<file path="config.mk">
export PLATFORM = sky130hd
export DESIGN_NAME = ndg_ctrl
export DESIGN_NICKNAME = d
export VERILOG_FILES = /design/src/rtl/ndg_pkg.sv /design/src/rtl/ndg_ctrl.sv
export SDC_FILE = /design/constraint.sdc
export NUM_CORES = 1
export LEC_CHECK = 0
export ABC_AREA = 1
export CAP_MARGIN = 20
export CORE_AREA = 2 2 39 41
export DETAILED_ROUTE_END_ITERATION = 10
export DIE_AREA = 0 0 41 43
export DONT_BUFFER_PORTS = 1
export HOLD_SLACK_MARGIN = 0.03
export SLEW_MARGIN = 20
export SYNTH_ARGS = -nofsm -noshare
export SYNTH_HDL_FRONTEND = slang
export SYNTH_SLANG_ARGS = --single-unit
export TNS_END_PERCENT = 5
</file>
<file path="constraint.sdc">
create_clock -name clk -period 1.8 [get_ports clk]
set_clock_uncertainty 0.15 [all_clocks]
set_input_delay 0.18 -clock clk [delete_from_list [all_inputs] [get_ports clk]]
set_output_delay 0.18 -clock clk [all_outputs]
set_load 0.01 [all_outputs]
</file>
<file path="src/rtl/ndg_pkg.sv">
`timescale 1ns / 1ps
// Shared types, codes and command/status structs of the Moore neighborhood grid block.
package ndg_pkg;

  // Fixed widths of the grid fields.
  localparam int MAX_DIMS  = 3;
  localparam int LANES     = 3;
  localparam int COORD_W   = 13;
  localparam int SIZE_W    = 13;
  localparam int POS_W     = COORD_W + 1;
  localparam int STRIDE_W  = 2 * SIZE_W;
  localparam int MULB_W    = STRIDE_W + 1;
  localparam int PROD_W    = POS_W + MULB_W;
  localparam int IDX_W     = PROD_W + 1;
  localparam int CELL_W    = 32;
  localparam int BITS_W    = 27;
  localparam int BIT_IDX_W = 5;

  typedef logic signed [COORD_W-1:0]  coord_t;
  typedef logic        [SIZE_W-1:0]   extent_t;
  typedef logic signed [POS_W-1:0]    pos_t;
  typedef logic        [STRIDE_W-1:0] stride_t;
  typedef logic signed [MULB_W-1:0]   mulb_t;
  typedef logic signed [PROD_W-1:0]   prod_t;
  typedef logic signed [IDX_W-1:0]    idx_t;
  typedef logic        [CELL_W-1:0]   cell_t;
  typedef logic        [BITS_W-1:0]   nbits_t;
  typedef logic        [BIT_IDX_W-1:0] bit_idx_t;
  typedef logic        [1:0]          digit_t;

  // Request modes.
  typedef enum logic [1:0] {
    MODE_WRITE  = 2'd0,
    MODE_READ   = 2'd1,
    MODE_GATHER = 2'd2,
    MODE_NONE   = 2'd3
  } mode_t;

  // Configuration register indexes.
  typedef enum logic [1:0] {
    REG_DIM_COUNT  = 2'd0,
    REG_DIM_SIZE_0 = 2'd1,
    REG_DIM_SIZE_1 = 2'd2,
    REG_DIM_SIZE_2 = 2'd3
  } reg_idx_t;

  // Controller states.
  typedef enum logic [3:0] {
    S_CLEAR,
    S_IDLE,
    S_STRIDE,
    S_MUL0,
    S_MUL1,
    S_MUL2,
    S_MUL3,
    S_WRITE,
    S_READ,
    S_WALK,
    S_DRAIN,
    S_RESULT
  } state_t;

  // Operand selection of the shared multiplier.
  typedef enum logic [1:0] {
    MUL_IDLE,
    MUL_STRIDE,
    MUL_POS0,
    MUL_POS1
  } mul_op_t;

  // Index accumulator operations.
  typedef enum logic [2:0] {
    ACC_HOLD,
    ACC_LOAD,
    ACC_ADD_PROD,
    ACC_ADD_POS2,
    ACC_STEP
  } acc_op_t;

  typedef struct packed {
    logic    load;
    logic    clear_step;
    mul_op_t mul_op;
    acc_op_t acc_op;
    logic    ram_write;
    logic    issue;
    logic    out_load;
  } dp_cmd_t;

  typedef struct packed {
    logic  clear_last;
    logic  walk_last;
    mode_t mode;
  } dp_status_t;

endpackage

</file>
<file path="src/rtl/ndg_ctrl.sv">
`timescale 1ns / 1ps
// Controller state machine that sequences clearing, index arithmetic and cell accesses.
module ndg_ctrl (
  input  logic                   clk,
  input  logic                   rst,
  input  logic                   in_valid,
  output logic                   in_stall,
  input  logic [1:0]             mode,
  output logic                   out_valid,
  input  logic                   out_stall,
  output ndg_pkg::dp_cmd_t       cmd,
  input  ndg_pkg::dp_status_t    status
);

  ndg_pkg::state_t state;
  ndg_pkg::state_t state_next;

  // State register.
  always_ff @(posedge clk) begin
    if (rst) begin
      state <= ndg_pkg::S_CLEAR;
    end else begin
      state <= state_next;
    end
  end

  // Output valid flag: set when a result is loaded, cleared when the receiver takes it.
  always_ff @(posedge clk) begin
    if (rst) begin
      out_valid <= 1'b0;
    end else if (cmd.out_load) begin
      out_valid <= 1'b1;
    end else if (!out_stall) begin
      out_valid <= 1'b0;
    end
  end

  // Next state and datapath commands.
  always_comb begin
    state_next     = state;
    in_stall       = 1'b1;
    cmd            = '0;
    cmd.mul_op     = ndg_pkg::MUL_IDLE;
    cmd.acc_op     = ndg_pkg::ACC_HOLD;
    unique case (state)
      ndg_pkg::S_CLEAR: begin
        cmd.clear_step = 1'b1;
        if (status.clear_last) begin
          state_next = ndg_pkg::S_IDLE;
        end
      end
      ndg_pkg::S_IDLE: begin
        in_stall = 1'b0;
        if (in_valid) begin
          cmd.load = 1'b1;
          if (ndg_pkg::mode_t'(mode) == ndg_pkg::MODE_NONE) begin
            state_next = ndg_pkg::S_RESULT;
          end else begin
            state_next = ndg_pkg::S_STRIDE;
          end
        end
      end
      ndg_pkg::S_STRIDE: begin
        cmd.mul_op = ndg_pkg::MUL_STRIDE;
        state_next = ndg_pkg::S_MUL0;
      end
      ndg_pkg::S_MUL0: begin
        cmd.mul_op = ndg_pkg::MUL_POS0;
        state_next = ndg_pkg::S_MUL1;
      end
      ndg_pkg::S_MUL1: begin
        cmd.mul_op = ndg_pkg::MUL_POS1;
        cmd.acc_op = ndg_pkg::ACC_LOAD;
        state_next = ndg_pkg::S_MUL2;
      end
      ndg_pkg::S_MUL2: begin
        cmd.acc_op = ndg_pkg::ACC_ADD_PROD;
        state_next = ndg_pkg::S_MUL3;
      end
      ndg_pkg::S_MUL3: begin
        cmd.acc_op = ndg_pkg::ACC_ADD_POS2;
        unique case (status.mode)
          ndg_pkg::MODE_WRITE: state_next = ndg_pkg::S_WRITE;
          ndg_pkg::MODE_READ:  state_next = ndg_pkg::S_READ;
          default:             state_next = ndg_pkg::S_WALK;
        endcase
      end
      ndg_pkg::S_WRITE: begin
        cmd.ram_write = 1'b1;
        state_next    = ndg_pkg::S_RESULT;
      end
      ndg_pkg::S_READ: begin
        cmd.issue  = 1'b1;
        state_next = ndg_pkg::S_DRAIN;
      end
      ndg_pkg::S_WALK: begin
        cmd.issue  = 1'b1;
        cmd.acc_op = ndg_pkg::ACC_STEP;
        if (status.walk_last) begin
          state_next = ndg_pkg::S_DRAIN;
        end
      end
      ndg_pkg::S_DRAIN: begin
        state_next = ndg_pkg::S_RESULT;
      end
      ndg_pkg::S_RESULT: begin
        if (!out_valid || !out_stall) begin
          cmd.out_load = 1'b1;
          state_next   = ndg_pkg::S_IDLE;
        end
      end
      default: begin
        state_next = ndg_pkg::S_IDLE;
      end
    endcase
  end

endmodule

</file>
Word-level counts from Yosys, hierarchy flattened
Cells that the tools add are included.
W data, S select, Z words.
- register bits after elaboration: 5
- latch bits: 0
- RAM bits: 0
- bits in read-only memories: 0
- input port bits: 10
- output and inout port bits: 12
- word-level logic and storage cells: 47
- memories: 0
- $add $sub $neg: 0
- multiply operators: 0
- divide/modulo/power cells: 0
- $lt $le $gt $ge: 0
- equal/unequal tests: 18
- shift operators: 0
- muxes and demuxes: 19
- bitwise operators: 0
- reduce and logical (&&, ||, !) cells: 8
- operators by type and width (kind ; count):
    $pmux W4 S11 ; 1
    $mux W4 ; 5
    $eq A4 B3 Y1 const B ; 4
    $eq A4 B4 Y1 const B ; 4
    $pmux W3 S4 ; 1
    $mux W1 ; 10
    $eq A4 B2 Y1 const B ; 2
    $ne A2 B2 Y1 const B ; 4
    $pmux W4 S2 ; 1
    $pmux W2 S3 ; 1
    $eq A4 B1 Y1 const B ; 1
    $logic_not A4 Y1 ; 1
    $reduce_and A4 Y1 ; 1
    $reduce_or A2 Y1 ; 2
    $eq A2 B1 Y1 const B ; 1
    $eq A2 B2 Y1 const B ; 1
    $logic_not A1 Y1 ; 2
    $logic_not A2 Y1 ; 1
    $ne A2 B1 Y1 const B ; 1
    $logic_or A1 B1 Y1 ; 1

Longest topological paths before layout
Gate-level depths: netlist of run 1.
- depth after elaboration: 5
- mapped depth: 8
- gate-level depth less buffers: 8

Worst setup path before layout of run 1
Ideal clock, no wire load.
- kind: register to register
- from: register state[3]
- to: register state[3]
- arrival time: 1.023 ns
- data required time: 1.532 ns
- setup slack: 0.510 ns
- cell stages (with the launch flop): 8
- path buffers: 0
- cells stage by stage: dfxtp_1 > nand2_1 > nor2_1 > nand2_1 > nand2_1 > nor2_1 > nand2_1 > a21oi_1
- word-level cells in the longest chain between the ends: 3
- ends and longest elaborated chain (item ; RTL line ; RTL):
    start: declaration ; ndg_ctrl.sv:15 ; ndg_pkg::state_t state;
    start signal: assignment ; ndg_ctrl.sv:21 ; state <= ndg_pkg::S_CLEAR;
    start signal: assignment ; ndg_ctrl.sv:23 ; state <= state_next;
    $eq A4 B3 Y1 (tied with other cells) ; ndg_ctrl.sv:45 ; unique case (state)
    $reduce_or A2 Y1 (no line) or $ne A2 B2 Y1 (tied branches) ; n/a ;
    $pmux W4 S11 or $reduce_and A4 Y1 (tied branches) ; n/a ;
Several ways; a longest one is shown, not always the timed one.
A chain may end at the register's enable or synchronous reset.

Worst setup path after layout of run 1
- from: register state[3]
- to: register out_valid
- word-level cells in the longest chain between the ends: 3
- ends and longest elaborated chain (item ; RTL line ; RTL):
    $eq A4 B4 Y1 (*) ; ndg_ctrl.sv:45 ;
    $mux W1 (*) ; ndg_ctrl.sv:45 ;
    $ne A2 B1 Y1 (no line) or $mux W1 (tied branches) ; n/a ;
    end signal: assignment ; ndg_ctrl.sv:30 ; out_valid <= 1'b0;
    end signal: assignment ; ndg_ctrl.sv:32 ; out_valid <= 1'b1;
    end signal: assignment ; ndg_ctrl.sv:34 ; out_valid <= 1'b0;
    end: declaration ; ndg_ctrl.sv:9 ; output logic out_valid,
Mark *: on every way between the ends. The rest lies on a longest branch, timed or not.

==> impl_results.md, run 1 <==
- DRT Pass-1 Iters: 4
- Max transition margin: 81.0%
- Lkg Pwr: 0.294 nW
- Part of the cycle the worst path needs: 94.5%
- Iteration-0 DRC Markers: 5
- Worst-Margin Slew: 0.284 ns
- Hold path start: status[3]
- Min Tclk post-route: 1.70 ns
- Syn_nets: 95
- PnR worst setup slack: 0.0985 ns
- Number of post-CTS setup repair buffers: 0
- Ys Warns: 0
- Final Max Tran Viols: 0
- Post-Synthesis Cells: 85
- Total track usage: 16.4%
- Crit path DAT: 1.73 ns
- Startpoint Class: flop
- Core area: 0.00138 mm^2
- Vias: 530
- Number of CTS-inserted buffers: 3
- Design Power: 0.000641 W
- Reg clk slew, reported paths: 0.05 ns
- VDD IR max: 0.492 mV
- Largest family of logic cells by synthesized area: simple AND/OR/NAND/NOR gates
- # DRC: 0
- Critical path endpoint category: flop
- R2r startpoint: state[3]
- Antenna-violating nets left: 0
- Initial Utilization: 31.6%
- Most common cell after layout, fill and taps aside: nand2_1
- Die ar.: 0.00176 mm^2
- Syn Std Cell Area: 437 um^2
- CTS sink count: 5
- Pre-CTS WS: 0.343 ns
- Post-DP HPWL: 979 um
- Avg WL per Cell: 11.2 um
- Initial antenna violation count: 0
- Congestion Overflow GR: 0
- Class of the worst hold path: input pin to flop
- Synth cell types: 13
- Number of diodes: 0
- Cell Pwr Density: 1250 mW/mm^2
- Max clock buf depth: 2
- Chip Height: 43 um
- IO buf count: 0
- Synth Area in Compound Gates: 11.5%
- Nets: 103
- Die X: 41 um
- H-tree levels: 1
- Vias per cell: 4.91
- Fmax: 588 MHz
- Worst setup path category: flop to flop
- Max-cap violations: 0
- Post-synthesis simple-gate area fraction: 53.6%
- Worst r2r dst: out_valid
- Hold endpoint: state[0]
- CTS tree: done
- Post-synthesis mux area share: 0%
- Layout cell share with drive strength beyond 1: 12.0%
- Root Buffer: clkbuf_4
- I/O pins: 22
- Synth Area in Adders: 0%
- Flop2flop setup slack: 0.1 ns
- Skew-Pair Late Insertion Delay: 0.24 ns
- FF-to-FF path depth: 5
- Vias in the first global route: 492
- GP Congestion: 0.835
- Syn_area_per_cell: 5.14 um^2
- Hold path cells: 3
- Standard-cell rows: 14
- Fill count: 161
- Worst Path Required: 1.83 ns
- Worst-path fanout max: 6
- Post-synthesis sequential area ratio: 22.9%
- Largest net degree at the start of global routing: 7
- Routed wire length: 1210 um
- Area grow syn2layout: 17.5%
- Status: finished clean
- Final hold violation count: 0
- First-pass GRT wire length: 2000 um
- Final number of setup-violating endpoints: 0
- Register bit total from synthesis: 5
- Xor-xnor portion of the synthesized cell area: 0%
- Commonest non-fill, non-tap cells in the layout: nand2_1 (27), nor2_1 (16), inv_1 (13)
==> synth_stat cells <==
cell / count / share of area, %
o21ai_0: 4 / 4.6
a21oi_1: 5 / 5.7
or2_2: 1 / 1.4
o21ai_1: 1 / 1.1
nor2_2: 2 / 2.9
nand2_1: 27 / 23
nand3b_1: 1 / 1.7
dfxtp_1: 5 / 23
nor2_1: 17 / 15
nand2_2: 2 / 2.9
nand3_1: 6 / 6.9
inv_2: 1 / 0.86
inv_1: 13 / 11
==> where the power goes <==
group / switching [W] / internal, W / total (W)
Sequential: 0.0000382 / 0.000136 / 0.000175
Clock: 0.0000470 / 0.0000839 / 0.000131
Combinational: 0.000233 / 0.000103 / 0.000336
Total: 0.000318 / 0.000323 / 0.000641
==> cells by family after synthesis <==
group                  after synthesis
buffers and inverters               14
AO/OA/AOI/OAI                       10
AND/OR/NAND/NOR                     56
flip-flops                           5
==> worst max-delay path by stage <==
stage | cells after the start | from | to
CTS | 5 | state[3] | out_valid
global route | 5 | state[0] | out_valid
global placement | 7 | state[3] | state[3]
detailed placement | 7 | state[3] | state[3]
floorplan | 7 | state[3] | state[3]
finish | 5 | state[3] | out_valid
==> sequential cells by signal, indices dropped and copies added, names as in the netlist <==
name       cells
state          4
out_valid      1
==> what timing repair did <==
item | 4_1_cts | 5_1_grt
hold buffers | 2 | 0
resized for setup | 0 | 1
endpoints found under the hold margin | 5 | 0
endpoints found under the setup margin | 0 | 1
==> metal layers <==
| layer | GRT usage [%] | share of wire (%) | vias up |
|---|---|---|---|
| li1 | - | - | 276 |
| met1 | 18.4 | 39 | 239 |
| met2 | 27.8 | 55 | 13 |
| met3 | 2.09 | 3.9 | 2 |
| met4 | 8.67 | 1.6 | 0 |
| met5 | 0 | 0 | - |
==> final cells by class <==
type | instances | area, um^2 | area share [%]
well taps | 16 | 20.0 | 3.90
repair buffers | 3 | 27.5 | 5.37
multi-input cells | 66 | 287 | 55.9
flip-flops and latches | 5 | 100 | 19.5
inverters | 14 | 52.6 | 10.2
clock buffers | 4 | 26.3 | 5.12
==> critical path: stages (launching register included) <==
cell           delay, ns
dfxtp_1             0.44
nand2_1             0.15
nor2_2              0.15
inv_1               0.08
a21oi_1             0.12
dlygate4sd3_1       0.56
==> per-stage QoR <==
stage	hold WS (ns)	utilization, %	cell area [um^2]	std cells	setup TNS [ns]
floorplan	0.0991	-	437	85	0
global placement	0.101	33.5	464	102	0
detailed placement	0.103	33.5	464	102	0
CTS	0.0715	36.9	510	108	0
global route	0.117	37.1	513	108	-0.00380
finish	0.0794	37.1	513	108	0
Note: power is estimated with default switching activity, not from simulation.
==> run 2: changes to the inputs <==
- ABC_AREA: 1 -> not set
==> run 2 against run 1 <==
Compared with the run above: sequential cell count is the same; power fell by 47%; final area up 16%; clock power about the same; register-to-register slack better by 0.11 ns; synthesized cell count shrank 26%; via count down 10%; maximum frequency grew 2.0%; die area stayed put; final cell count down 19%; routed wire length down 2.4%; critical path type is now flop to output port; largest cell class unchanged; highest routed layer is now met3.
==> impl_results.md, run 2 <==
- Status: finished clean
- Synth Area in Compound Gates: 23.6%
- Root Buffer: clkbuf_4
- P_sw: 0.000101 W
- Worst setup path category: flop to output port
- Core area: 0.00138 mm^2
- Register bit total from synthesis: 5
- Setup TNS: 0 ns
- H-tree levels: 1
- CP delay by family, top: flip-flops
- Max-cap violations: 0
- I/O pins: 22
- Slowest stage delay, CP: 0.46 ns
- Syn_nets: 73
- Post-synth ARST share: 0%
- Standard-cell rows: 14
- Post-synthesis mux area share: 0%
- Vias in the first global route: 454
- CTS sink count: 5
- Design Power: 0.000341 W
- DP Cell Count: 80
- Critical path endpoint category: output port
- GP Congestion: 0.772
- Xor-xnor portion of the synthesized cell area: 3.41%
- Number of diodes: 0
- R2r startpoint: state[3]
- Skew-Pair Late Insertion Delay: 0.24 ns
- Routed wire length: 1180 um
- WP buf/inv: 2
- Post-DP HPWL: 921 um
- Vias per cell: 5.47
- Congestion Overflow GR: 0
- CP cell instances: buf_4 > inv_2 > nor3_1
- Logic gate share of total power: 25.0%
- Final hold violation count: 0
- Area contributors post-synth: dfxtp_1 (19%), nor2_1 (5.8%), and4bb_1 (4.9%)
- Nets: 82
- Post-synthesis simple-gate area fraction: 44.0%
- Commonest non-fill, non-tap cells in the layout: nor2_1 (8), nand2_1 (6), buf_4 (6)
- Total track usage: 14.5%
- Synth Area in Adders: 0%
- Hold path start: status[0]
- Part of the cycle the worst path needs: 92.7%
- IO buf count: 0
- Worst-Margin Slew: 0.498 ns
- Worst Path Required: 1.47 ns
- Commonest cells post-synth: nor2_1 (8), nand2_1 (6), dfxtp_1 (5)
- Area grow syn2layout: 15.8%
- VDD IR max: 0.319 mV
- Synth cell types: 34
- Max transition margin: 66.6%
- Largest register FFs: 4
- Die ar.: 0.00176 mm^2
- Max clock buf depth: 2
- Avg WL per Cell: 13.6 um
- Internal power: 0.000240 W
- Syn Std Cell Area: 514 um^2
- Post-Synthesis Cells: 63
- Most common cell after layout, fill and taps aside: nor2_1
- Class of the worst hold path: input pin to flop
- Largest net degree at the start of global routing: 14
- Slowest CP cell: dfxtp_1
- Vias: 476
- Initial Utilization: 37.2%
- Largest Register: state
- Number of CTS-inserted buffers: 3
- Min Tclk post-route: 1.67 ns
- Ys flop type: dfxtp_1
- Antenna-violating nets left: 0
- Syn_area_per_cell: 8.16 um^2
- Number of synthesized flops with an enable pin: 0
- # DRC: 0
- Worst-path fanout max: 8
- Crit path DAT: 1.34 ns
- Post-synth top area share: 19.5%
- Switching share of power: 29.5%
- Biggest regs: state (4), out_valid (1)
- Startpoint Class: flop
- Most used standard cell by instance count after synthesis: nor2_1
- Final Max Tran Viols: 0
- Iteration-0 DRC Markers: 3
- Number of post-CTS setup repair buffers: 0
- Lkg Pwr: 0.221 nW
- Ys Warns: 0
- Reg clk slew, reported paths: 0.05 ns
- Cell Pwr Density: 573 mW/mm^2
- Die X: 41 um
- Chip Height: 43 um
- RSZ-0062 raised after global routing: no
- Worst setup path startpoint: state[0]
- Post-synthesis sequential area ratio: 19.5%
- Non-filler instance count after layout: 87
- Largest family of logic cells by synthesized area: simple AND/OR/NAND/NOR gates
- Layout cell share with drive strength beyond 1: 26.8%
- DRT Pass-1 Iters: 2
- Clock network fraction of total power: 38.6%
- Yosys top cell by area: dfxtp_1
- First-pass GRT wire length: 1770 um
- Initial antenna violation count: 0
- Fmax: 600 MHz
- CTS tree: done
- Final number of setup-violating endpoints: 0
- Reg power frac: 36.4%
## run 2: cell types whose count changed after synthesis, moves of 4 or more
cell / change
nand3_1: -6
nor3_1: +4
inv_1: -12
nand2_1: -21
nor2_1: -9
## run 2: final timing paths
kind	endpoint	slack, ns	depth (start not counted)
worst max register to register	state[3]	0.21	5
worst min-delay path	state[2]	0.07	3
worst min register to register	out_valid	0.42	2
worst max-delay path	cmd[5]	0.13	3
## run 2: logic make-up after synthesis
family | Yosys count
flip-flops | 5
buffers and inverters | 7
XOR/XNOR | 2
AND/OR/NAND/NOR | 34
AO/OA/AOI/OAI | 15
## run 2: area by class of cell
cell class | instances | area (um^2)
Multi-Input combinational cell | 51 | 365
Timing Repair Buffer | 9 | 75.1
Tap cell | 16 | 20.0
Fill cell | 140 | 788
Inverter | 2 | 7.51
Sequential cell | 5 | 101
Clock buffer | 4 | 26.3
## run 2: worst reg2reg max path: stages (launching register included)
cell and delay [ns]:
dfxtp_1 0.40, buf_4 0.21, nand2b_1 0.17, nor4b_2 0.29, nor3b_2 0.08, o31ai_1 0.22
## run 2: what timing repair did
item | 4_1_cts | 5_1_grt
endpoints found under the hold margin | 5 | 0
endpoints found under the setup margin | 0 | 1
hold buffers | 3 | 0
resized for setup | 0 | 1
## run 2: metal layers
metal | up-vias | wire (um) | track usage [%]
li1 | 249 | - | -
met1 | 215 | 522 | 15.4
met2 | 12 | 599 | 25.6
met3 | 0 | 57 | 4.19
met4 | 0 | 0 | 4.00
met5 | - | 0 | 0
## run 2: power groups by stage
stage | registers [W] | clock network, W | logic [W]
after CTS | 0.000124 | 0.000134 | 0.0000856
after global placement | 0.000126 | 0 | 0.0000776
final | 0.000124 | 0.000132 | 0.0000853
after floorplan | 0.000121 | 0 | 0.0000709
after detailed placement | 0.000126 | 0 | 0.0000783
after global routing | 0.000125 | 0.000147 | 0.0000936
## run 2: per-stage QoR
| stage | utilization [%] | setup WS, ns | area, um^2 | hold WS (ns) |
|---|---|---|---|---|
| floorplan | - | 0.373 | 514 | 0.0962 |
| global placement | 38.9 | 0.214 | 538 | 0.100 |
| detailed placement | 38.9 | 0.167 | 538 | 0.102 |
| CTS | 42.9 | 0.0244 | 594 | 0.0786 |
| global route | 43.0 | 0.00620 | 596 | 0.0858 |
| finish | 43.0 | 0.132 | 596 | 0.0720 |
